<file path="config.mk">
export PLATFORM = sky130hd
export DESIGN_NAME = text_position_command_encoder
export DESIGN_NICKNAME = d
export VERILOG_FILES = /design/src/rtl/tpce_pkg.sv /design/src/rtl/tpce_div.sv /design/src/rtl/tpce_ctrl.sv /design/src/rtl/tpce_dp.sv /design/src/rtl/text_position_command_encoder.sv
export SDC_FILE = /design/constraint.sdc
export NUM_CORES = 2
export LEC_CHECK = 0
export CORE_MARGIN = 3
export CORE_UTILIZATION = 25
export CTS_BUF_LIST = sky130_fd_sc_hd__clkbuf_4
export DETAILED_ROUTE_END_ITERATION = 8
export DONT_BUFFER_PORTS = 1
export GPL_ROUTABILITY_DRIVEN = 0
export HOLD_SLACK_MARGIN = 0.1
export PLACE_DENSITY = 0.35
export SLEW_MARGIN = 20
export SYNTH_ARGS = -nofsm -noshare
export SYNTH_HDL_FRONTEND = slang
export SYNTH_HIERARCHICAL = 1
export SYNTH_SLANG_ARGS = --single-unit
</file>
<file path="constraint.sdc">
create_clock -name clk_i -period 18.1 [get_ports clk_i]
set_clock_uncertainty 0.1 [all_clocks]
set_input_delay 3.62 -clock clk_i [delete_from_list [all_inputs] [get_ports clk_i]]
set_output_delay 3.62 -clock clk_i [all_outputs]
set_load 0.02 [all_outputs]
</file>
<file path="src/rtl/tpce_pkg.sv">
// shared types, constants and microcode table of the text position command encoder
package tpce_pkg;

  localparam int STACK_DEPTH_DEF = 5;
  localparam int SCREEN_RES_DEF  = 100;

  localparam int POS_W      = 24;
  localparam int OP_W       = 3;
  localparam int CODE_W     = 8;
  localparam int CFG_W      = 16;
  localparam int CFG_IDX_W  = 2;
  localparam int IN_TDATA_W = 32;
  localparam int STATUS_W   = 2;
  localparam int PC_W       = 5;

  localparam int ASPECT_FRAC = 12;
  localparam int ROW_SPAN    = 1023 - 10;
  localparam int ROW_DEN     = 11;
  localparam int DIVISOR_W   = CFG_W + 5;
  localparam int POS_MAX     = 8388607;
  localparam int POS_MIN     = -8388608;

  localparam logic [CFG_W-1:0] RESOLUTION_RST = 16'd972;
  localparam logic [CFG_W-1:0] ASPECT_RST     = 16'd4096;

  localparam logic [CFG_IDX_W-1:0] REG_RESOLUTION = 2'd0;
  localparam logic [CFG_IDX_W-1:0] REG_ASPECT     = 2'd1;
  localparam logic [CFG_IDX_W-1:0] REG_X_OFFSET   = 2'd2;
  localparam logic [CFG_IDX_W-1:0] REG_Y_OFFSET   = 2'd3;

  localparam logic [STATUS_W-1:0] ST_OK  = 2'd0;
  localparam logic [STATUS_W-1:0] ST_OVF = 2'd1;
  localparam logic [STATUS_W-1:0] ST_UNF = 2'd2;

  localparam logic [CODE_W-1:0] CH_Y_ROW  = 8'h79;
  localparam logic [CODE_W-1:0] CH_X_REL  = 8'h58;
  localparam logic [CODE_W-1:0] CH_X_ABS  = 8'h78;
  localparam logic [CODE_W-1:0] CH_CHAR   = 8'h63;
  localparam logic [CODE_W-1:0] CH_ZERO   = 8'h30;

  localparam logic [PC_W-1:0] PC_IDLE   = 5'd0;
  localparam logic [PC_W-1:0] PC_DISP   = 5'd1;
  localparam logic [PC_W-1:0] PC_PUSH   = 5'd2;
  localparam logic [PC_W-1:0] PC_POP    = 5'd3;
  localparam logic [PC_W-1:0] PC_SETH   = 5'd4;
  localparam logic [PC_W-1:0] PC_MOVH   = 5'd5;
  localparam logic [PC_W-1:0] PC_SETV   = 5'd6;
  localparam logic [PC_W-1:0] PC_MOVV   = 5'd7;
  localparam logic [PC_W-1:0] PC_NEWL   = 5'd8;
  localparam logic [PC_W-1:0] PC_PRINT  = 5'd9;
  localparam logic [PC_W-1:0] PC_OVF    = 5'd10;
  localparam logic [PC_W-1:0] PC_UNF    = 5'd11;
  localparam logic [PC_W-1:0] PC_MULX   = 5'd12;
  localparam logic [PC_W-1:0] PC_NUMX   = 5'd13;
  localparam logic [PC_W-1:0] PC_DIVX   = 5'd14;
  localparam logic [PC_W-1:0] PC_WAITX  = 5'd15;
  localparam logic [PC_W-1:0] PC_NUMY   = 5'd16;
  localparam logic [PC_W-1:0] PC_DIVY   = 5'd17;
  localparam logic [PC_W-1:0] PC_WAITY  = 5'd18;
  localparam logic [PC_W-1:0] PC_YCHK   = 5'd19;
  localparam logic [PC_W-1:0] PC_YCMD   = 5'd20;
  localparam logic [PC_W-1:0] PC_YHI    = 5'd21;
  localparam logic [PC_W-1:0] PC_YLO    = 5'd22;
  localparam logic [PC_W-1:0] PC_XCHK   = 5'd23;
  localparam logic [PC_W-1:0] PC_XSCMD  = 5'd24;
  localparam logic [PC_W-1:0] PC_XSDX   = 5'd25;
  localparam logic [PC_W-1:0] PC_XSCODE = 5'd26;
  localparam logic [PC_W-1:0] PC_XLCMD  = 5'd27;
  localparam logic [PC_W-1:0] PC_XLHI   = 5'd28;
  localparam logic [PC_W-1:0] PC_XLLO   = 5'd29;
  localparam logic [PC_W-1:0] PC_XLC    = 5'd30;
  localparam logic [PC_W-1:0] PC_XLCODE = 5'd31;

  typedef enum logic [3:0] {
    COND_NEVER,
    COND_NO_IN,
    COND_DISPATCH,
    COND_FULL,
    COND_EMPTY,
    COND_CODE_ZERO,
    COND_OUT_BUSY,
    COND_DIV_BUSY,
    COND_Y_SAME,
    COND_X_LONG
  } cond_e;

  typedef enum logic [4:0] {
    ACT_NONE,
    ACT_LOAD_IN,
    ACT_PUSH,
    ACT_POP,
    ACT_SETH,
    ACT_MOVH,
    ACT_SETV,
    ACT_MOVV,
    ACT_NEWL,
    ACT_SUM,
    ACT_MULX,
    ACT_NUMX,
    ACT_DIVX,
    ACT_STOREX,
    ACT_NUMY,
    ACT_DIVY,
    ACT_STOREY,
    ACT_LASTY,
    ACT_LASTX
  } act_e;

  typedef enum logic [3:0] {
    BS_ZERO,
    BS_CH_Y,
    BS_YHI,
    BS_YLO,
    BS_CH_XREL,
    BS_DX,
    BS_CODE,
    BS_CH_XABS,
    BS_XHI,
    BS_XLO,
    BS_CH_C
  } bsel_e;

  typedef struct packed {
    cond_e                cond;
    logic [PC_W-1:0]      jmp;
    logic [PC_W-1:0]      nxt;
    act_e                 act;
    logic                 emit;
    bsel_e                bsel;
    logic                 last;
    logic [STATUS_W-1:0]  status;
    logic                 in_rdy;
  } ucode_t;

  typedef struct packed {
    act_e                 act;
    logic                 emit;
    bsel_e                bsel;
    logic                 last;
    logic [STATUS_W-1:0]  status;
    logic                 in_rdy;
  } ctl_t;

  typedef struct packed {
    logic             in_valid;
    logic             full;
    logic             empty;
    logic             code_zero;
    logic             out_busy;
    logic             div_busy;
    logic             y_same;
    logic             x_long;
    logic [OP_W-1:0]  op;
  } flags_t;

  function automatic ucode_t ucode(input logic [PC_W-1:0] pc);
    ucode_t w;
    w.cond   = COND_NEVER;
    w.jmp    = PC_IDLE;
    w.nxt    = PC_IDLE;
    w.act    = ACT_NONE;
    w.emit   = 1'b0;
    w.bsel   = BS_ZERO;
    w.last   = 1'b0;
    w.status = ST_OK;
    w.in_rdy = 1'b0;
    unique case (pc)
      PC_IDLE: begin
        w.cond = COND_NO_IN; w.jmp = PC_IDLE; w.act = ACT_LOAD_IN;
        w.nxt = PC_DISP; w.in_rdy = 1'b1;
      end
      PC_DISP:  begin w.cond = COND_DISPATCH; w.jmp = PC_PUSH; end
      PC_PUSH:  begin w.cond = COND_FULL; w.jmp = PC_OVF; w.act = ACT_PUSH; end
      PC_POP:   begin w.cond = COND_EMPTY; w.jmp = PC_UNF; w.act = ACT_POP; end
      PC_SETH:  w.act = ACT_SETH;
      PC_MOVH:  w.act = ACT_MOVH;
      PC_SETV:  w.act = ACT_SETV;
      PC_MOVV:  w.act = ACT_MOVV;
      PC_NEWL:  w.act = ACT_NEWL;
      PC_PRINT: begin
        w.cond = COND_CODE_ZERO; w.jmp = PC_IDLE; w.act = ACT_SUM; w.nxt = PC_MULX;
      end
      PC_OVF: begin
        w.cond = COND_OUT_BUSY; w.jmp = PC_OVF; w.emit = 1'b1; w.bsel = BS_ZERO;
        w.last = 1'b1; w.status = ST_OVF;
      end
      PC_UNF: begin
        w.cond = COND_OUT_BUSY; w.jmp = PC_UNF; w.emit = 1'b1; w.bsel = BS_ZERO;
        w.last = 1'b1; w.status = ST_UNF;
      end
      PC_MULX:  begin w.act = ACT_MULX; w.nxt = PC_NUMX; end
      PC_NUMX:  begin w.act = ACT_NUMX; w.nxt = PC_DIVX; end
      PC_DIVX:  begin w.act = ACT_DIVX; w.nxt = PC_WAITX; end
      PC_WAITX: begin
        w.cond = COND_DIV_BUSY; w.jmp = PC_WAITX; w.act = ACT_STOREX; w.nxt = PC_NUMY;
      end
      PC_NUMY:  begin w.act = ACT_NUMY; w.nxt = PC_DIVY; end
      PC_DIVY:  begin w.act = ACT_DIVY; w.nxt = PC_WAITY; end
      PC_WAITY: begin
        w.cond = COND_DIV_BUSY; w.jmp = PC_WAITY; w.act = ACT_STOREY; w.nxt = PC_YCHK;
      end
      PC_YCHK: begin
        w.cond = COND_Y_SAME; w.jmp = PC_XCHK; w.act = ACT_LASTY; w.nxt = PC_YCMD;
      end
      PC_YCMD: begin
        w.cond = COND_OUT_BUSY; w.jmp = PC_YCMD; w.emit = 1'b1; w.bsel = BS_CH_Y;
        w.nxt = PC_YHI;
      end
      PC_YHI: begin
        w.cond = COND_OUT_BUSY; w.jmp = PC_YHI; w.emit = 1'b1; w.bsel = BS_YHI;
        w.nxt = PC_YLO;
      end
      PC_YLO: begin
        w.cond = COND_OUT_BUSY; w.jmp = PC_YLO; w.emit = 1'b1; w.bsel = BS_YLO;
        w.nxt = PC_XCHK;
      end
      PC_XCHK: begin w.cond = COND_X_LONG; w.jmp = PC_XLCMD; w.nxt = PC_XSCMD; end
      PC_XSCMD: begin
        w.cond = COND_OUT_BUSY; w.jmp = PC_XSCMD; w.emit = 1'b1; w.bsel = BS_CH_XREL;
        w.nxt = PC_XSDX;
      end
      PC_XSDX: begin
        w.cond = COND_OUT_BUSY; w.jmp = PC_XSDX; w.emit = 1'b1; w.bsel = BS_DX;
        w.nxt = PC_XSCODE;
      end
      PC_XSCODE: begin
        w.cond = COND_OUT_BUSY; w.jmp = PC_XSCODE; w.emit = 1'b1; w.bsel = BS_CODE;
        w.last = 1'b1; w.act = ACT_LASTX;
      end
      PC_XLCMD: begin
        w.cond = COND_OUT_BUSY; w.jmp = PC_XLCMD; w.emit = 1'b1; w.bsel = BS_CH_XABS;
        w.nxt = PC_XLHI;
      end
      PC_XLHI: begin
        w.cond = COND_OUT_BUSY; w.jmp = PC_XLHI; w.emit = 1'b1; w.bsel = BS_XHI;
        w.nxt = PC_XLLO;
      end
      PC_XLLO: begin
        w.cond = COND_OUT_BUSY; w.jmp = PC_XLLO; w.emit = 1'b1; w.bsel = BS_XLO;
        w.nxt = PC_XLC;
      end
      PC_XLC: begin
        w.cond = COND_OUT_BUSY; w.jmp = PC_XLC; w.emit = 1'b1; w.bsel = BS_CH_C;
        w.nxt = PC_XLCODE;
      end
      PC_XLCODE: begin
        w.cond = COND_OUT_BUSY; w.jmp = PC_XLCODE; w.emit = 1'b1; w.bsel = BS_CODE;
        w.last = 1'b1; w.act = ACT_LASTX;
      end
    endcase
    return w;
  endfunction

endpackage

</file>
<file path="src/rtl/tpce_div.sv">
// restoring unsigned divider, one quotient bit per cycle
module tpce_div #(
  parameter int DW = 39,
  parameter int VW = tpce_pkg::DIVISOR_W
) (
  input  logic          clk_i,
  input  logic          rst_ni,
  input  logic          start_i,
  input  logic [DW-1:0] dividend_i,
  input  logic [VW-1:0] divisor_i,
  output logic          busy_o,
  output logic [DW-1:0] quotient_o
);

  localparam int CW = $clog2(DW + 1);

  logic          busy_q;
  logic [CW-1:0] cnt_q;
  logic [VW-1:0] rem_q, rem_d;
  logic [DW-1:0] quo_q;
  logic [VW-1:0] dvs_q;
  logic [VW:0]   shifted;
  logic          ge;

  always_comb begin
    shifted = {rem_q, quo_q[DW-1]};
    ge      = shifted >= {1'b0, dvs_q};
    rem_d   = ge ? VW'(shifted - {1'b0, dvs_q}) : VW'(shifted);
  end

  always_ff @(posedge clk_i or negedge rst_ni) begin
    if (!rst_ni) begin
      busy_q <= 1'b0;
      cnt_q  <= '0;
    end else if (start_i) begin
      busy_q <= 1'b1;
      cnt_q  <= CW'(DW);
    end else if (busy_q) begin
      cnt_q <= cnt_q - 1'b1;
      if (cnt_q == CW'(1)) begin
        busy_q <= 1'b0;
      end
    end
  end

  always_ff @(posedge clk_i) begin
    if (start_i) begin
      rem_q <= '0;
      quo_q <= dividend_i;
      dvs_q <= divisor_i;
    end else if (busy_q) begin
      rem_q <= rem_d;
      quo_q <= {quo_q[DW-2:0], ge};
    end
  end

  assign busy_o     = busy_q;
  assign quotient_o = quo_q;

`ifndef SYNTHESIS
  a_no_restart: assert property (@(posedge clk_i) disable iff (!rst_ni)
    start_i |-> !busy_q) else $error("divider restarted while busy");
  a_run_length: assert property (@(posedge clk_i) disable iff (!rst_ni)
    $rose(busy_q) |-> ##(DW) !busy_q) else $error("divider run length wrong");
`endif

endmodule

</file>
<file path="src/rtl/tpce_ctrl.sv">
// microcode sequencer: step counter, control rom and conditional jumps
module tpce_ctrl (
  input  logic              clk_i,
  input  logic              rst_ni,
  input  tpce_pkg::flags_t  flags_i,
  output tpce_pkg::ctl_t    ctl_o
);

  logic [tpce_pkg::PC_W-1:0] pc_q, pc_d;
  tpce_pkg::ucode_t          cw;
  logic                      taken;

  always_comb begin
    cw = tpce_pkg::ucode(pc_q);
    unique case (cw.cond)
      tpce_pkg::COND_NEVER:     taken = 1'b0;
      tpce_pkg::COND_NO_IN:     taken = !flags_i.in_valid;
      tpce_pkg::COND_DISPATCH:  taken = 1'b1;
      tpce_pkg::COND_FULL:      taken = flags_i.full;
      tpce_pkg::COND_EMPTY:     taken = flags_i.empty;
      tpce_pkg::COND_CODE_ZERO: taken = flags_i.code_zero;
      tpce_pkg::COND_OUT_BUSY:  taken = flags_i.out_busy;
      tpce_pkg::COND_DIV_BUSY:  taken = flags_i.div_busy;
      tpce_pkg::COND_Y_SAME:    taken = flags_i.y_same;
      tpce_pkg::COND_X_LONG:    taken = flags_i.x_long;
      default:                  taken = 1'b0;
    endcase

    if (cw.cond == tpce_pkg::COND_DISPATCH) begin
      pc_d = cw.jmp + tpce_pkg::PC_W'(flags_i.op);
    end else if (taken) begin
      pc_d = cw.jmp;
    end else begin
      pc_d = cw.nxt;
    end

    ctl_o.act    = taken ? tpce_pkg::ACT_NONE : cw.act;
    ctl_o.emit   = cw.emit && !taken;
    ctl_o.bsel   = cw.bsel;
    ctl_o.last   = cw.last;
    ctl_o.status = cw.status;
    ctl_o.in_rdy = cw.in_rdy;
  end

  always_ff @(posedge clk_i or negedge rst_ni) begin
    if (!rst_ni) begin
      pc_q <= tpce_pkg::PC_IDLE;
    end else begin
      pc_q <= pc_d;
    end
  end

`ifndef SYNTHESIS
  a_accept_dispatch: assert property (@(posedge clk_i) disable iff (!rst_ni)
    (ctl_o.in_rdy && flags_i.in_valid) |=> (pc_q == tpce_pkg::PC_DISP))
    else $error("accepted word not dispatched");
`endif

endmodule

</file>
<file path="src/rtl/tpce_dp.sv">
// datapath: pen state, origin stack, scaling arithmetic and output register
module tpce_dp #(
  parameter int STACK_DEPTH = tpce_pkg::STACK_DEPTH_DEF,
  parameter int SCREEN_RES  = tpce_pkg::SCREEN_RES_DEF
) (
  input  logic                                clk_i,
  input  logic                                rst_ni,
  input  logic                                cfg_we_i,
  input  logic [tpce_pkg::CFG_IDX_W-1:0]      cfg_idx_i,
  input  logic [tpce_pkg::CFG_W-1:0]          cfg_data_i,
  input  logic                                s_tvalid_i,
  input  logic [tpce_pkg::IN_TDATA_W-1:0]     s_tdata_i,
  input  logic [tpce_pkg::OP_W-1:0]           s_tuser_i,
  input  logic                                m_tready_i,
  output logic                                m_tvalid_o,
  output logic [tpce_pkg::CODE_W-1:0]         m_tdata_o,
  output logic                                m_tlast_o,
  output logic [tpce_pkg::STATUS_W-1:0]       m_tuser_o,
  input  tpce_pkg::ctl_t                      ctl_i,
  output tpce_pkg::flags_t                    flags_o
);

  localparam int PW     = tpce_pkg::POS_W;
  localparam int DEP_W  = $clog2(STACK_DEPTH + 1);
  localparam int IDX_W  = (STACK_DEPTH > 1) ? $clog2(STACK_DEPTH) : 1;
  localparam int SR2    = 2 * SCREEN_RES;
  localparam int SRW    = $clog2(SR2 + 1);
  localparam int PROD_W = PW + 1 + tpce_pkg::CFG_W + 1;
  localparam int NXW    = PROD_W + SRW + 2;
  localparam int XSH    = tpce_pkg::ASPECT_FRAC + 1;
  localparam int DIV_W  = (NXW - XSH > 37) ? NXW - XSH : 37;
  localparam int VW     = tpce_pkg::DIVISOR_W;
  localparam int QW     = DIV_W + 2;
  localparam int ROWK   = 2 * tpce_pkg::ROW_SPAN;

  localparam logic signed [SRW:0] SR2_S  = (SRW + 1)'(SR2);
  localparam logic signed [12:0]  ROWK_S = 13'(ROWK);

  typedef struct packed {
    logic [PW-1:0] h_org;
    logic [PW-1:0] v_org;
    logic [PW-1:0] h_pos;
    logic [PW-1:0] v_pos;
  } stk_ent_t;

  // configuration
  logic        [tpce_pkg::CFG_W-1:0] res_q, aspect_q;
  logic signed [tpce_pkg::CFG_W-1:0] xoff_q, yoff_q;
  logic        [tpce_pkg::CFG_W-1:0] res_eff;

  // pen state
  logic [PW-1:0]    hpos_q, vpos_q, horg_q, vorg_q;
  logic [PW-1:0]    hpos_d, vpos_d, horg_d, vorg_d;
  logic [DEP_W-1:0] depth_q, depth_d;
  logic [PW-1:0]    lastx_q, lasty_q;
  stk_ent_t         stk_q [STACK_DEPTH];
  logic [DEP_W-1:0] pop_cnt;
  stk_ent_t         pop_ent;

  // input word
  logic [tpce_pkg::OP_W-1:0]   op_q;
  logic [PW-1:0]               mv_q;
  logic [tpce_pkg::CODE_W-1:0] code_q;

  // arithmetic
  logic signed [PW:0]       ax_q, ay_q;
  logic signed [PROD_W-1:0] p_q;
  logic signed [NXW-1:0]    acc_q, numx, numy;
  logic        [NXW-1:0]    mag;
  logic                     neg_q;
  logic signed [PW-1:0]     xr_q, yr_q;
  logic signed [PW:0]       dx;
  logic                     x_short;

  // divider
  logic             div_start, div_busy;
  logic [DIV_W-1:0] div_dvd, div_quo;
  logic [VW-1:0]    div_dvs;
  logic signed [QW-1:0] q_s, q_x, q_y;
  logic signed [PW-1:0] x_sat, y_sat;

  // output register
  logic                          out_valid_q;
  logic [tpce_pkg::CODE_W-1:0]   out_byte_q, out_byte;
  logic                          out_last_q;
  logic [tpce_pkg::STATUS_W-1:0] out_status_q;

  function automatic logic signed [PW-1:0] sat_pos(input logic signed [QW-1:0] v);
    logic signed [PW-1:0] r;
    if (v > QW'(tpce_pkg::POS_MAX)) begin
      r = PW'(tpce_pkg::POS_MAX);
    end else if (v < QW'(tpce_pkg::POS_MIN)) begin
      r = PW'(tpce_pkg::POS_MIN);
    end else begin
      r = v[PW-1:0];
    end
    return r;
  endfunction

  assign res_eff = (res_q == '0) ? tpce_pkg::CFG_W'(1) : res_q;

  always_comb begin
    pop_cnt = depth_q - 1'b1;
    pop_ent = stk_q[pop_cnt[IDX_W-1:0]];

    numx = NXW'(p_q) * NXW'(SR2_S)
         + NXW'($signed({1'b0, res_eff, {tpce_pkg::ASPECT_FRAC{1'b0}}}));
    numy = NXW'(ay_q) * NXW'(ROWK_S)
         + NXW'($signed({1'b0, res_eff})) * NXW'(tpce_pkg::ROW_DEN);
    mag  = acc_q[NXW-1] ? NXW'(-acc_q) : NXW'(acc_q);

    div_start = (ctl_i.act == tpce_pkg::ACT_DIVX) || (ctl_i.act == tpce_pkg::ACT_DIVY);
    if (ctl_i.act == tpce_pkg::ACT_DIVX) begin
      div_dvd = DIV_W'(mag >> XSH);
      div_dvs = VW'(res_eff);
    end else begin
      div_dvd = DIV_W'(mag);
      div_dvs = VW'({5'b0, res_eff} * VW'(2 * tpce_pkg::ROW_DEN));
    end

    q_s   = neg_q ? -$signed({2'b00, div_quo}) : $signed({2'b00, div_quo});
    q_x   = q_s + QW'(xoff_q);
    q_y   = q_s + QW'(yoff_q);
    x_sat = sat_pos(q_x);
    y_sat = sat_pos(q_y);

    dx      = {xr_q[PW-1], xr_q} - {lastx_q[PW-1], lastx_q};
    x_short = (dx[PW:8] == '0) && (code_q != tpce_pkg::CH_ZERO);
  end

  always_comb begin
    unique case (ctl_i.bsel)
      tpce_pkg::BS_ZERO:    out_byte = '0;
      tpce_pkg::BS_CH_Y:    out_byte = tpce_pkg::CH_Y_ROW;
      tpce_pkg::BS_YHI:     out_byte = yr_q[15:8];
      tpce_pkg::BS_YLO:     out_byte = yr_q[7:0];
      tpce_pkg::BS_CH_XREL: out_byte = tpce_pkg::CH_X_REL;
      tpce_pkg::BS_DX:      out_byte = dx[7:0];
      tpce_pkg::BS_CODE:    out_byte = code_q;
      tpce_pkg::BS_CH_XABS: out_byte = tpce_pkg::CH_X_ABS;
      tpce_pkg::BS_XHI:     out_byte = xr_q[15:8];
      tpce_pkg::BS_XLO:     out_byte = xr_q[7:0];
      tpce_pkg::BS_CH_C:    out_byte = tpce_pkg::CH_CHAR;
      default:              out_byte = '0;
    endcase
  end

  always_comb begin
    hpos_d  = hpos_q;
    vpos_d  = vpos_q;
    horg_d  = horg_q;
    vorg_d  = vorg_q;
    depth_d = depth_q;
    unique case (ctl_i.act)
      tpce_pkg::ACT_PUSH: begin
        depth_d = depth_q + 1'b1;
        horg_d  = hpos_q;
        vorg_d  = vpos_q;
        hpos_d  = '0;
        vpos_d  = '0;
      end
      tpce_pkg::ACT_POP: begin
        depth_d = pop_cnt;
        horg_d  = pop_ent.h_org;
        vorg_d  = pop_ent.v_org;
        hpos_d  = pop_ent.h_pos;
        vpos_d  = pop_ent.v_pos;
      end
      tpce_pkg::ACT_SETH: hpos_d = mv_q;
      tpce_pkg::ACT_MOVH: hpos_d = hpos_q + mv_q;
      tpce_pkg::ACT_SETV: vpos_d = mv_q;
      tpce_pkg::ACT_MOVV: vpos_d = vpos_q + mv_q;
      tpce_pkg::ACT_NEWL: hpos_d = '0;
      default: ;
    endcase
  end

  always_ff @(posedge clk_i or negedge rst_ni) begin
    if (!rst_ni) begin
      res_q    <= tpce_pkg::RESOLUTION_RST;
      aspect_q <= tpce_pkg::ASPECT_RST;
      xoff_q   <= '0;
      yoff_q   <= '0;
    end else if (cfg_we_i) begin
      unique case (cfg_idx_i)
        tpce_pkg::REG_RESOLUTION: res_q    <= cfg_data_i;
        tpce_pkg::REG_ASPECT:     aspect_q <= cfg_data_i;
        tpce_pkg::REG_X_OFFSET:   xoff_q   <= cfg_data_i;
        tpce_pkg::REG_Y_OFFSET:   yoff_q   <= cfg_data_i;
      endcase
    end
  end

  always_ff @(posedge clk_i or negedge rst_ni) begin
    if (!rst_ni) begin
      hpos_q  <= '0;
      vpos_q  <= '0;
      horg_q  <= '0;
      vorg_q  <= '0;
      depth_q <= '0;
      lastx_q <= '0;
      lasty_q <= '0;
    end else begin
      hpos_q  <= hpos_d;
      vpos_q  <= vpos_d;
      horg_q  <= horg_d;
      vorg_q  <= vorg_d;
      depth_q <= depth_d;
      if (ctl_i.act == tpce_pkg::ACT_LASTX) begin
        lastx_q <= xr_q;
      end
      if (ctl_i.act == tpce_pkg::ACT_LASTY) begin
        lasty_q <= yr_q;
      end
    end
  end

  always_ff @(posedge clk_i) begin
    if (ctl_i.act == tpce_pkg::ACT_PUSH) begin
      stk_q[depth_q[IDX_W-1:0]] <= '{h_org: horg_q, v_org: vorg_q,
                                     h_pos: hpos_q, v_pos: vpos_q};
    end
  end

  always_ff @(posedge clk_i) begin
    unique case (ctl_i.act)
      tpce_pkg::ACT_LOAD_IN: begin
        op_q   <= s_tuser_i;
        mv_q   <= s_tdata_i[PW-1:0];
        code_q <= s_tdata_i[PW +: tpce_pkg::CODE_W];
      end
      tpce_pkg::ACT_SUM: begin
        ax_q <= {hpos_q[PW-1], hpos_q} + {horg_q[PW-1], horg_q};
        ay_q <= {vpos_q[PW-1], vpos_q} + {vorg_q[PW-1], vorg_q};
      end
      tpce_pkg::ACT_MULX: p_q <= PROD_W'(ax_q) * PROD_W'($signed({1'b0, aspect_q}));
      tpce_pkg::ACT_NUMX: acc_q <= numx;
      tpce_pkg::ACT_NUMY: acc_q <= numy;
      tpce_pkg::ACT_DIVX, tpce_pkg::ACT_DIVY: neg_q <= acc_q[NXW-1];
      tpce_pkg::ACT_STOREX: xr_q <= x_sat;
      tpce_pkg::ACT_STOREY: yr_q <= y_sat;
      default: ;
    endcase
  end

  always_ff @(posedge clk_i or negedge rst_ni) begin
    if (!rst_ni) begin
      out_valid_q <= 1'b0;
    end else if (ctl_i.emit) begin
      out_valid_q <= 1'b1;
    end else if (m_tready_i) begin
      out_valid_q <= 1'b0;
    end
  end

  always_ff @(posedge clk_i) begin
    if (ctl_i.emit) begin
      out_byte_q   <= out_byte;
      out_last_q   <= ctl_i.last;
      out_status_q <= ctl_i.status;
    end
  end

  tpce_div #(
    .DW (DIV_W),
    .VW (VW)
  ) u_div (
    .clk_i      (clk_i),
    .rst_ni     (rst_ni),
    .start_i    (div_start),
    .dividend_i (div_dvd),
    .divisor_i  (div_dvs),
    .busy_o     (div_busy),
    .quotient_o (div_quo)
  );

  always_comb begin
    flags_o.in_valid  = s_tvalid_i;
    flags_o.full      = depth_q == DEP_W'(STACK_DEPTH);
    flags_o.empty     = depth_q == '0;
    flags_o.code_zero = code_q == '0;
    flags_o.out_busy  = out_valid_q && !m_tready_i;
    flags_o.div_busy  = div_busy;
    flags_o.y_same    = yr_q == lasty_q;
    flags_o.x_long    = !x_short;
    flags_o.op        = op_q;
  end

  assign m_tvalid_o = out_valid_q;
  assign m_tdata_o  = out_byte_q;
  assign m_tlast_o  = out_last_q;
  assign m_tuser_o  = out_status_q;

`ifndef SYNTHESIS
  a_depth_bound: assert property (@(posedge clk_i) disable iff (!rst_ni)
    depth_q <= DEP_W'(STACK_DEPTH)) else $error("stack depth out of range");
  a_emit_free: assert property (@(posedge clk_i) disable iff (!rst_ni)
    ctl_i.emit |-> (!out_valid_q || m_tready_i)) else $error("output word overwritten");
  a_store_done: assert property (@(posedge clk_i) disable iff (!rst_ni)
    ((ctl_i.act == tpce_pkg::ACT_STOREX) || (ctl_i.act == tpce_pkg::ACT_STOREY))
    |-> !div_busy) else $error("quotient taken while divider busy");
`endif

endmodule

</file>
<file path="src/rtl/text_position_command_encoder.sv">
// top level of the text position command encoder
// motion, push, pop and print of code zero: accept, dispatch and their action state, then idle
// a stack error adds an error state that emits its single error word and waits out output stalls
// print: sum, scale, divide x and y, then emit the bytes, waiting out stalls; DIV_W = 39 at default parameters
// print time is set by the shared restoring divider, one quotient bit per cycle, run for x and y
// reset clears pen state, origins, stack depth and last position and loads register defaults
module text_position_command_encoder #(
  parameter int STACK_DEPTH = tpce_pkg::STACK_DEPTH_DEF,
  parameter int SCREEN_RES  = tpce_pkg::SCREEN_RES_DEF
) (
  input  logic                            clk_i,
  input  logic                            rst_ni,
  input  logic                            cfg_we_i,
  input  logic [tpce_pkg::CFG_IDX_W-1:0]  cfg_idx_i,
  input  logic [tpce_pkg::CFG_W-1:0]      cfg_data_i,
  input  logic                            s_axis_tvalid,
  output logic                            s_axis_tready,
  input  logic [tpce_pkg::IN_TDATA_W-1:0] s_axis_tdata,   // motion_value, char_code
  input  logic [tpce_pkg::OP_W-1:0]       s_axis_tuser,   // operation
  output logic                            m_axis_tvalid,
  input  logic                            m_axis_tready,
  output logic [tpce_pkg::CODE_W-1:0]     m_axis_tdata,   // out_byte
  output logic                            m_axis_tlast,
  output logic [tpce_pkg::STATUS_W-1:0]   m_axis_tuser    // status
);

  tpce_pkg::ctl_t   ctl;
  tpce_pkg::flags_t flags;

  tpce_ctrl u_ctrl (
    .clk_i   (clk_i),
    .rst_ni  (rst_ni),
    .flags_i (flags),
    .ctl_o   (ctl)
  );

  tpce_dp #(
    .STACK_DEPTH (STACK_DEPTH),
    .SCREEN_RES  (SCREEN_RES)
  ) u_dp (
    .clk_i      (clk_i),
    .rst_ni     (rst_ni),
    .cfg_we_i   (cfg_we_i),
    .cfg_idx_i  (cfg_idx_i),
    .cfg_data_i (cfg_data_i),
    .s_tvalid_i (s_axis_tvalid),
    .s_tdata_i  (s_axis_tdata),
    .s_tuser_i  (s_axis_tuser),
    .m_tready_i (m_axis_tready),
    .m_tvalid_o (m_axis_tvalid),
    .m_tdata_o  (m_axis_tdata),
    .m_tlast_o  (m_axis_tlast),
    .m_tuser_o  (m_axis_tuser),
    .ctl_i      (ctl),
    .flags_o    (flags)
  );

  assign s_axis_tready = ctl.in_rdy;

endmodule

</file>
# Word-level counts from Yosys, hierarchy flattened
# Memory sizes are Yosys's and may differ from the RTL's.
# Index checks and enable logic that the tools add are counted.
[word_totals]
regBits = 544
ram_bits = 480
inputBits = 58
word_cells = 201
mem_count = 1
[memory_table]
columns = ["name", "words", "word_bits", "read_ports", "rd_clocked_by_memory_dff", "write_ports", "line", "text"]
rows = [
  ["u_dp.stk_q", 5, 96, 1, 0, 1, "tpce_dp.sv:56", "stk_ent_t stk_q [STACK_DEPTH];"],
]
[classes]
add_sub_neg = 16
multipliers = 5
order_cmp = 5
n_eq_ne = 75
n_mux = 37
n_reduce_logical = 29
[ops]
columns = ["cell", "count"]
rows = [
  ["$pmux 9 s22", 1],
  ["$pmux 24 s4", 2],
  ["$mux 39", 3],
  ["$pmux 52 s2", 1],
  ["$pmux 5 s20", 1],
  ["$pmux 24 s2", 2],
  ["$eq 5x5->1 const B", 19],
  ["$pmux 5 s18", 1],
  ["$add 41x16->41", 2],
  ["$gt 41x24->1 const B", 2],
  ["$lt 41x24->1 const B", 2],
  ["$eq 5x4->1 const B", 16],
  ["$pmux 8 s10", 1],
  ["$pmux 5 s11", 1],
  ["$add 52x29->52", 1],
  ["$add 52x52->52", 1],
  ["$mux 52", 1],
  ["$neg 52->52", 1],
  ["$add 24x24->25", 2],
  ["$add 24x24->24", 2],
  ["$mul 42x6->48 const B", 1],
  ["$mux 24", 2],
  ["$mul 25x17->42", 1],
  ["$mux 41", 1],
  ["other kinds (45)", 100],
]

# Depth between registers and ports, before layout
[depth]
depth_word = 9
depth_mapped = 32

# Hierarchy
# The synthesis kept the hierarchy.
[by_module_without_submodules]
columns = ["module", "n_inst", "cells_each", "area_each_um2"]
rows = [
  ["tpce_dp", 1, 7320, 76744.9],
  ["tpce_div", 1, 427, 4654.5],
  ["tpce_ctrl", 1, 161, 1084.8],
]

# Least setup slack after synthesis
# OpenSTA, ideal clock, no wires.
[synth_timing]
path_kind = "input to register"
from = "in s_axis_tvalid"
to = "mem u_dp/stk_q[4][0] (netlist name) (enable)"
setup_time_ns = 0.786
arrival_time_ns = 14.551
path_slack_ns = 2.663
path_stages = 12
n_path_buf = 4
cell_sequence = "buf_4 a21oi_1 a31oi_1 o21ai_0 or3_1 buf_6 nor3_2 nor2b_1 nand2_1 clkbuf_1 clkbuf_1 nor4_1"
[synth_rtl]
columns = ["element", "line", "text"]
rows = [
  ["start: declaration", "text_position_command_encoder.sv:16", "input logic s_axis_tvalid,"],
  ["end: declaration", "tpce_dp.sv:56", ""],
]

==> results.toml <==
[cts]
hold_buffers = 0
postCtsResizedCells = 0
cts_root_buf = "clkbuf_4"
numCtsBuffers = 307
cts_tree = "yes"
cts_setup_buffers = 0
h-tree-depth = 5
cts.sinks = 1024
clock_latency_ns = 1.19
cts.clk_slew.worst_paths_ns = 0.07
clockBufferDepth = 4

[setup_path]
crit_path_frequent_cell = "buf_4"
slowest_stage = "buf_4"
crit_family = "simple AND/OR/NAND/NOR gates"
cpPeakStageDelay_ns = 0.80
crit_arrival_ns = 9.57
crit_path_max_fanout = 53
critPathKind = "reg -> reg"
crit_buf_inv = 5
worst_setup_path_end_kind = "flip-flop"
cp-start-kind = "flip-flop"
cp.required_ns = 18.76

[global_routing]
antenna_found_initial = 23
grt_usage_pct = 15.14
grt_pass1_vias = 62221
grt_pass1_wl_um = 392500
grt_overflow = 0
grt_max_degree = 225

[timing]
fin_crit_sh_pct = 49.27
tightestPinTransition_ns = 1.142
fin_ws_ns = 9.182
final_max_slew_viol_count = 0
slew_headroom_pct = 23.67
hold_viol_final = 0
setup_viol = 0
fin_setup_tns_ns = 0
fmax_mhz = 112.1
rsz0062_at_grt = "false"
min_period_ns = 8.918

[routing]
totalWireLength_um = 256700
routed_via_density = 4.630
drc = 0
first_pass_iters = 6
drtIter0Drc = 3301
drt-wirelength-per-cell_um = 20.32
dr_total_vias = 58473
final_antenna_net_count = 0

[final_layout]
final_layout_size_suffix_gt1_share_pct = 11.55
layout.cells.most_common = "inv_1"
nets = 9346
final_cell_mix = "inv_1 (1185), nand2_1 (829), edfxtp_1 (779), ha_1 (657), fa_1 (599)"
area_growth_syn_to_layout_pct = 11.48

[die]
io_pins = 71
die_x_um = 580.4
rows = 210
fp.dieArea_um2 = 336900
die_h_um = 580.4
initial_core_util_pct = 25.15
core_area_um2 = 327900

[synthesis]
synth_edf_count = 779
synth_nets = 9223
synth-seq-area-share_pct = 35.68
postSynthAreaPerCell_um2 = 10.43
synth_warnings = 6
ys_async_sr_fraction_pct = 21.88
syn_inst = 7908
synth_cell_type_count = 110
synth-seq-cells = 1024
syn_area_um2 = 82480
ys.flop_type = "edfxtp_1"

[run]
drv_cap = 0

[placement]
dp_hpwl_um = 187700
io_buffers = 0
dp_slack_ns = 9.052

[outcome]
status = "finished clean"

[hold_path]
worstHoldPathType = "reg -> reg"
-- cell type report --
cell class,instances,area [um^2]
antenna,15,37.54
clock buffer,459,3446
clock inverter,87,621.8
fill,34666,236000
inverter,1188,4459
multi-input combinational,5403,47670
sequential,1024,29430
tap,4346,5438
timing repair buffer,107,840.8
-- worst register-to-register path: stages (launching register included) --
cell and delay, ns:
edfxtp_1 0.38, inv_1 0.09, ha_1 0.17, inv_1 0.06
fa_1 0.39, a21o_1 0.18, a21oi_1 0.21, o21bai_1 0.09
a21o_1 0.20, a21oi_1 0.26, nor2_1 0.08, or3_1 0.31
a2111o_1 0.43, a2111oi_0 0.38, o311ai_0 0.28, nand4b_1 0.27
nand3_1 0.12, o21ai_0 0.07, or3_1 0.30, buf_4 0.23
nor3_4 0.64, nor2b_1 0.43, nand2_4 0.40, nor3_1 0.49
nand2_1 0.22, nor2_4 0.14, buf_4 0.74, buf_4 0.82
-- synth_stat cells (all sizes together) (48+ instances only) --
library cell | instances | area [um^2]
mux4 | 96 | 2162
o21ai | 374 | 1876
a21oi | 389 | 1951
a311oi | 64 | 560.5
nor3 | 92 | 475.5
ha | 658 | 8233
mux2 | 146 | 1644
edfxtp | 779 | 23390
dfrtp | 217 | 5430
a21o | 176 | 1321
xor2 | 177 | 1550
nand3 | 80 | 400.4
xnor2 | 317 | 2776
fa | 599 | 11990
nor2 | 319 | 1200
inv | 1187 | 4456
clkbuf | 261 | 979.7
nand2b | 55 | 359.1
and3 | 48 | 300.3
nor2b | 60 | 375.4
o21bai | 56 | 420.4
and2 | 170 | 1064
nand2 | 830 | 3115
-- kinds of logic after synthesis --
family	Yosys count	share of synthesized area [%]
multiplexers	285	5.136
AND/OR/NAND/NOR	1866	10.70
buffers and inverters	1481	6.793
adder cells (fa/ha/maj)	1257	24.52
XOR/XNOR	494	5.245
flip-flops	1024	35.68
AO/OA/AOI/OAI	1501	11.93
-- path summary, 6_finish.rpt --
check	cells past startpoint	startpoint	slack, ns	end
min in group asynchronous	0	rst_ni	2.16	u_dp/lasty_q[15]$_DFFE_PN0N_
worst max register to register	27	u_dp/xr_q[0]$_SDFFCE_PN1N_	9.18	u_dp/stk_q[1][77]$_DFFE_PP_
worst min-delay path	1	u_dp/xr_q[18]$_SDFFCE_PN1N_	0.31	u_dp/lastx_q[18]$_DFFE_PN0N_
worst min register to register	1	u_dp/xr_q[18]$_SDFFCE_PN1N_	0.31	u_dp/lastx_q[18]$_DFFE_PN0N_
max in group asynchronous	0	rst_ni	14.99	u_dp/depth_q[0]$_DFFE_PN0P_
worst max-delay path	27	u_dp/xr_q[0]$_SDFFCE_PN1N_	9.18	u_dp/stk_q[1][77]$_DFFE_PP_
-- state kept, by name (all words and copies together), names as in the netlist, 24 cells and up --
name and cells:
u_dp/stk_q 480, u_dp/ax_q 25, u_dp/ay_q 25, u_dp/hpos_q 24
u_dp/xr_q 24, u_dp/horg_q 24, u_dp/lasty_q 24, u_dp/acc_q 52
u_dp/u_div/quotient_o 39, u_dp/p_q 42, u_dp/vpos_q 24, u_dp/mv_q 24
u_dp/yr_q 24, u_dp/vorg_q 24, u_dp/lastx_q 24
-- routing by layer --
metal | global-route usage (%) | up-vias | share of wire [%]
met2 | 24.90 | 1146 | 46
met5 | 0 | - | 0.021
met3 | 2.408 | 364 | 4.2
li1 | - | 27674 | -
met4 | 4.240 | 8 | 2.8
met1 | 20.49 | 29281 | 47
-- through the flow --
step           cell area, um^2  hold WS, ns  utilization, %  instances
2_1_floorplan            82480       0.3244               -       7908
3_5_place_dp             87840       0.3653           26.79      12068
6_report                 91950       0.3076           28.04      12629
5_1_grt                  91930       0.3262           28.03      12620
3_3_place_gp             87840       0.3704           26.79      12068
4_1_cts                  91910       0.3014           28.03      12614
Power is not shown: default switching activity piles up to over one toggle a cycle in this logic, so the estimate is an artifact.
